## config.mk

```make
export PLATFORM = sky130hd
export DESIGN_NAME = decimal_digit_square_root
export DESIGN_NICKNAME = d
export VERILOG_FILES = /design/src/dds_pkg.sv /design/src/dds_square.sv /design/src/decimal_digit_square_root.sv
export SDC_FILE = /design/constraint.sdc
export NUM_CORES = 2
export LEC_CHECK = 0
export BUFFER_PORTS_ARGS = -buffer_cell sky130_fd_sc_hd__buf_2
export CORE_MARGIN = 2
export CORE_UTILIZATION = 45
export DETAILED_ROUTE_END_ITERATION = 10
export SYNTH_ARGS = -nofsm -noshare
export SYNTH_HDL_FRONTEND = slang
export SYNTH_SLANG_ARGS = --single-unit
```

## constraint.sdc

```tcl
create_clock -name clk -period 21 [get_ports clk]
set_clock_uncertainty 0.2 [all_clocks]
set_input_delay 2.1 -clock clk [delete_from_list [all_inputs] [get_ports clk]]
set_output_delay 2.1 -clock clk [all_outputs]
set_load 0.05 [all_outputs]
```

## src/dds_pkg.sv

```systemverilog
// Shared types, constants and the power-of-ten table for the decimal square root.
`default_nettype none
package dds_pkg;

	localparam int unsigned RAD_W  = 64;
	localparam int unsigned ROOT_W = 32;
	localparam int unsigned CAND_W = 34;
	localparam int unsigned POS_W  = 4;

	localparam logic [POS_W-1:0] TOP_POSITION = 4'd9;
	localparam logic [POS_W-1:0] DIGIT_MAX    = 4'd9;

	typedef struct packed {
		logic              vld;
		logic              ovf;
		logic [RAD_W-1:0]  sq;
	} sq_res_t;

	function automatic logic [ROOT_W-1:0] pow10(input logic [POS_W-1:0] p);
		logic [ROOT_W-1:0] v;
		case (p)
			4'd0:    v = 32'd1;
			4'd1:    v = 32'd10;
			4'd2:    v = 32'd100;
			4'd3:    v = 32'd1000;
			4'd4:    v = 32'd10000;
			4'd5:    v = 32'd100000;
			4'd6:    v = 32'd1000000;
			4'd7:    v = 32'd10000000;
			4'd8:    v = 32'd100000000;
			4'd9:    v = 32'd1000000000;
			default: v = 32'd0;
		endcase
		return v;
	endfunction

endpackage
`default_nettype wire

```

## src/dds_square.sv

```systemverilog
// Shared registered squarer: one trial candidate squared per cycle.
`default_nettype none
module dds_square
	import dds_pkg::*;
(
	input  wire logic              clk,
	input  wire logic              arst_n,
	input  wire logic              issue,
	input  wire logic [CAND_W-1:0] operand,
	output sq_res_t                res
);

	logic              vld_s1;
	logic              ovf_s1;
	logic [RAD_W-1:0]  sq_s1;

	always_ff @(posedge clk or negedge arst_n) begin
		if (!arst_n) begin
			vld_s1 <= 1'b0;
		end else begin
			vld_s1 <= issue;
		end
	end

	always_ff @(posedge clk) begin
		ovf_s1 <= |operand[CAND_W-1:ROOT_W];
		sq_s1  <= RAD_W'(operand[ROOT_W-1:0]) * RAD_W'(operand[ROOT_W-1:0]);
	end

	assign res.vld = vld_s1;
	assign res.ovf = ovf_s1;
	assign res.sq  = sq_s1;

endmodule
`default_nettype wire

```

## src/decimal_digit_square_root.sv

```systemverilog
// Decimal digit-by-digit square root: command port, sequencer and shared squarer.
`default_nettype none
// A command is taken on start while busy is low; the result appears on root and
// negative_input for exactly one cycle with done high, and cannot be held off.
// A negative or zero radicand answers in the cycle after start is taken. Otherwise
// one shared 32x32 squarer tests one candidate per cycle, apart from the gaps
// while it is reseeded: the leading-position search squares successive powers
// of ten speculatively, then each decimal position takes its digit trials (up
// to nine) and a reseed of the squarer, with done in the cycle after the last
// busy cycle. busy stays high until then.
module decimal_digit_square_root
	import dds_pkg::*;
#(
	parameter int unsigned MAX_DIGITS = 16
) (
	input  wire logic                    clk,
	input  wire logic                    arst_n,
	input  wire logic                    start,
	output logic                         busy,
	input  wire logic signed [RAD_W-1:0] radicand,
	output logic                         done,
	output logic [ROOT_W-1:0]            root,
	output logic                         negative_input
);

	localparam int unsigned TW = $clog2(MAX_DIGITS + 1);

	typedef enum logic [1:0] {IDLE, LEAD, SEED, TRY} state_t;

	state_t             state_q;
	logic [RAD_W-1:0]   raw_q;
	logic [ROOT_W-1:0]  root_q;
	logic [ROOT_W-1:0]  step_q;
	logic [CAND_W-1:0]  cand_q;
	logic [CAND_W-1:0]  cand_s1;
	logic [POS_W-1:0]   dig_q;
	logic [POS_W-1:0]   dig_s1;
	logic [POS_W-1:0]   iss_q;
	logic [POS_W-1:0]   pos_q;
	logic [TW-1:0]      tried_q;
	logic               issue_q;
	logic               done_q;
	logic               neg_q;

	sq_res_t            sq_res;
	logic               fits;
	logic               exact;
	logic               end_pos;
	logic               finish;

	dds_square u_square (
		.clk     (clk),
		.arst_n  (arst_n),
		.issue   (issue_q),
		.operand (cand_q),
		.res     (sq_res)
	);

	assign fits    = !sq_res.ovf && (sq_res.sq <= raw_q);
	assign exact   = !sq_res.ovf && (sq_res.sq == raw_q);
	assign end_pos = !fits || exact || (dig_s1 == DIGIT_MAX);
	assign finish  = exact || (pos_q == '0) || (tried_q == TW'(MAX_DIGITS - 1));

	always_ff @(posedge clk) begin
		cand_s1 <= cand_q;
		dig_s1  <= dig_q;
	end

	always_ff @(posedge clk or negedge arst_n) begin
		if (!arst_n) begin
			state_q <= IDLE;
			issue_q <= 1'b0;
			done_q  <= 1'b0;
		end else begin
			done_q <= 1'b0;
			case (state_q)
				IDLE: begin
					issue_q <= 1'b0;
					if (start) begin
						raw_q   <= RAD_W'(radicand);
						root_q  <= '0;
						neg_q   <= radicand[RAD_W-1];
						pos_q   <= '0;
						tried_q <= '0;
						if (radicand[RAD_W-1] || (radicand == '0)) begin
							done_q <= 1'b1;
						end else begin
							iss_q   <= 4'd1;
							cand_q  <= CAND_W'(pow10(4'd1));
							issue_q <= 1'b1;
							state_q <= LEAD;
						end
					end
				end
				LEAD: begin
					// keep squaring the next power of ten speculatively
					if (iss_q < TOP_POSITION) begin
						iss_q   <= iss_q + 4'd1;
						cand_q  <= CAND_W'(pow10(iss_q + 4'd1));
						issue_q <= 1'b1;
					end else begin
						issue_q <= 1'b0;
					end
					if (sq_res.vld) begin
						if (fits) begin
							pos_q <= pos_q + 4'd1;
							if (pos_q + 4'd1 == TOP_POSITION) begin
								issue_q <= 1'b0;
								state_q <= SEED;
							end
						end else begin
							issue_q <= 1'b0;
							state_q <= SEED;
						end
					end
				end
				SEED: begin
					step_q  <= pow10(pos_q);
					cand_q  <= CAND_W'(root_q) + CAND_W'(pow10(pos_q));
					dig_q   <= 4'd1;
					issue_q <= 1'b1;
					state_q <= TRY;
				end
				TRY: begin
					if (dig_q < DIGIT_MAX) begin
						cand_q  <= cand_q + CAND_W'(step_q);
						dig_q   <= dig_q + 4'd1;
						issue_q <= 1'b1;
					end else begin
						issue_q <= 1'b0;
					end
					if (sq_res.vld) begin
						if (fits) begin
							root_q <= cand_s1[ROOT_W-1:0];
						end
						if (end_pos) begin
							issue_q <= 1'b0;
							if (finish) begin
								done_q  <= 1'b1;
								state_q <= IDLE;
							end else begin
								pos_q   <= pos_q - 4'd1;
								tried_q <= tried_q + TW'(1);
								state_q <= SEED;
							end
						end
					end
				end
				default: begin
					issue_q <= 1'b0;
					state_q <= IDLE;
				end
			endcase
		end
	end

	assign busy           = (state_q != IDLE);
	assign done           = done_q;
	assign root           = root_q;
	assign negative_input = neg_q;

endmodule
`default_nettype wire

```

==> impl_metrics.ini <==
[die]
die_h_um = 317.6
start_util = 0.4518
die_w_um = 317.6
io_pins = 102
coreArea_sq_mm = 0.09799
std_cell_rows = 115
die-area_sq_mm = 0.1009

[clock_tree]
holdBufCountCts = 0
cts_made_buffers = 30
cts_tree = done
cts.repair.resized = 0
cts_setup_buffers = 0
root_buffer = clkbuf_16
cts_htree_levels = 1
clock_latency_ns = 0.59
clkSinkCount = 297
clock_path_buffers = 3
cts.clk_slew.worst_paths_ns = 0.07

[synthesis]
synth_area_per_cell_sq_um = 9.704
synth_top_area_frac = 0.3591
seq_area_frac_synth = 0.1733
synth.top_cells.by_area = fa_1 36%, ha_1 13%, edfxtp_1 12%
yosys_warnings = 0
synthFlopType = edfxtp_1
synth.most_common_cell = inv_1
synth-edff-count = 170
synth.top_cells.by_count = 1083 x inv_1, 794 x fa_1, 450 x ha_1
yosysTopAreaCell = fa_1
synth_nets = 5873
synth_cells = 4562
yosysUniqueCellTypes = 81
async_flop_share = 0.01684
ys_ff_latch = 297
netlist_area_sq_mm = 0.04427

[layout]
syn2layout_area_growth_pct = 6.473
fillers = 9233
layout-drive-gt1-share = 0.05301
post-route-util = 0.4810
final_nets = 5890

[sta]
period_minus_slack_ns = 9.422
tns_ns = 0
setup_viol = 0
hold_violations = 0
drv_slew = 0
slew_headroom = 0.1208
worstMarginPinSlew_ns = 1.286
max_freq_mhz = 106.1
period_share = 0.4487
rsz0062_at_grt = no

[route]
wl_um = 120300
vias = 30870
wl_per_cell_um = 20.41
drc = 0
drtIter0Drc = 2106
dr.pass1.iters = 6
drtAntennaViolNets = 0
vias_per_cell = 5.240

[hold_path]
min-delay-start = issue_q$_DFF_PN0_
holdPathStages = 0
min_path_type = reg -> reg
hold_end = u_square.vld_s1$_DFF_PN0_

[critical_path]
crit_type = reg -> reg
rr_worst_depth = 24
cp.required_ns = 21.27
worstPathArrival_ns = 9.69
r2r_slack_ns = 11.58
reg2reg_from = cand_q[16]$_SDFFCE_PP0P_
rr_endpoint = u_square.sq_s1[60]$_DFF_P_
critPathLaunchType = flip-flop
path_max_fanout = 17
cp-end-kind = flip-flop

[global_routing]
grt_pass1_vias = 32930
grt_max_degree = 70
grtUsageTotal = 0.2421
overflow = 0
grt_pass1_wl_um = 187900
antenna_found_initial = 6

[run_status]
status = complete, no violations

[job]
maxCapViolations = 0

[place]
place_congestion = 0.9116
io_buffers = 101
dp_hpwl_um = 97740
==> placed cells by master, fill, tap and decap left out, types with 8 or more instances in the layout <==
cell,n
inv_1,1083
fa_1,794
ha_1,449
nand2_1,381
and2_1,273
edfxtp_1,170
nor2_1,159
a21oi_1,155
dfxtp_1,122
buf_2,101
o21ai_0,95
xnor2_1,86
a21o_1,82
xor2_1,74
nand3_1,51
buf_4,47
clkbuf_16,32
a31oi_1,28
nand4_1,26
nor3_1,26
and3_1,22
nor4_1,22
o21bai_1,22
a211oi_1,19
nor2b_1,19
o21a_1,19
nand2b_1,16
a31o_2,15
o31ai_1,13
a221oi_1,12
or2_2,12
a21boi_0,11
a222oi_1,10
or3_1,9
clkbuf_1,9
o211ai_1,8
==> per-stage QoR <==
step,instances,instance area [sq um],setup WS [ns],hold slack [ns]
2_1_floorplan,4562,44270,12.97,0.1312
3_3_place_gp,5834,46130,11.86,0.1335
3_5_place_dp,5834,46130,11.75,0.1386
4_1_cts,5890,47130,11.71,0.1545
5_1_grt,5890,47130,11.14,0.1647
6_report,5892,47130,11.58,0.1574
==> worst max-delay path, cell delays in order, from the launching register on <==
cell,delay [ns]
edfxtp_1,0.88
buf_4,0.36
clkinv_1,0.39
nor2_1,0.33
fa_1,0.47
fa_1,0.50
fa_1,0.54
inv_1,0.06
fa_1,0.48
inv_1,0.05
fa_1,0.49
fa_1,0.59
fa_1,0.45
fa_1,0.45
ha_1,0.38
a21o_1,0.22
o21bai_1,0.14
a21oi_1,0.15
o21ai_0,0.14
a221o_1,0.33
a31oi_1,0.76
o21ba_2,0.34
nor3_1,0.10
o2111a_1,0.25
a211o_1,0.22
==> worst max-delay path by stage <==
stage,start,end,cells past startpoint
6_report,cand_q[16]$_SDFFCE_PP0P_,u_square.sq_s1[60]$_DFF_P_,24
5_1_grt,cand_q[14]$_SDFFCE_PP0P_,u_square.sq_s1[60]$_DFF_P_,28
4_1_cts,cand_q[14]$_SDFFCE_PP0P_,u_square.sq_s1[60]$_DFF_P_,28
3_5_place_dp,cand_q[14]$_SDFFCE_PP0P_,u_square.sq_s1[60]$_DFF_P_,28
3_3_place_gp,cand_q[14]$_SDFFCE_PP0P_,u_square.sq_s1[60]$_DFF_P_,27
2_1_floorplan,cand_q[2]$_SDFFCE_PP0P_,u_square.sq_s1[60]$_DFF_P_,28
==> kinds of logic after synthesis <==
kind of cell	share of synthesized area
mux	0.003194
compound gates	0.08448
flops	0.1733
buf+inv	0.1064
simple gates	0.1147
fa+ha+maj	0.4863
xor+xnor	0.03166
==> sequential cells by signal, indices dropped and copies added, names as in the netlist, 2 cells and up, named ones only <==
register	flops
dig_q	4
cand_q	34
pos_q	4
step_q	23
tried_q	5
raw_q	63
state_q	2
cand_s1	31
dig_s1	4
iss_q	4
u_square.sq_s1	63
root	32
==> per-layer routing <==
metal	track usage	share of wire
met2	0.4086	0.48
met5	0	0.00013
met1	0.3178	0.42
met4	0.07397	0.035
met3	0.04305	0.067
==> area by class of cell <==
class	instances	area, sq um	area share
clock inverters	11	103.9	0.002203
clock buffers	45	889.6	0.01887
flip-flops and latches	297	7672	0.1628
diodes	2	5.005	0.0001062
repair buffers	148	858.3	0.01821
inverters	1087	4080	0.08657
well taps	1287	1610	0.03417
multi-input cells	3015	31910	0.6771
Power is not shown: default switching activity piles up to over one toggle a cycle in this logic, so the estimate is an artifact.
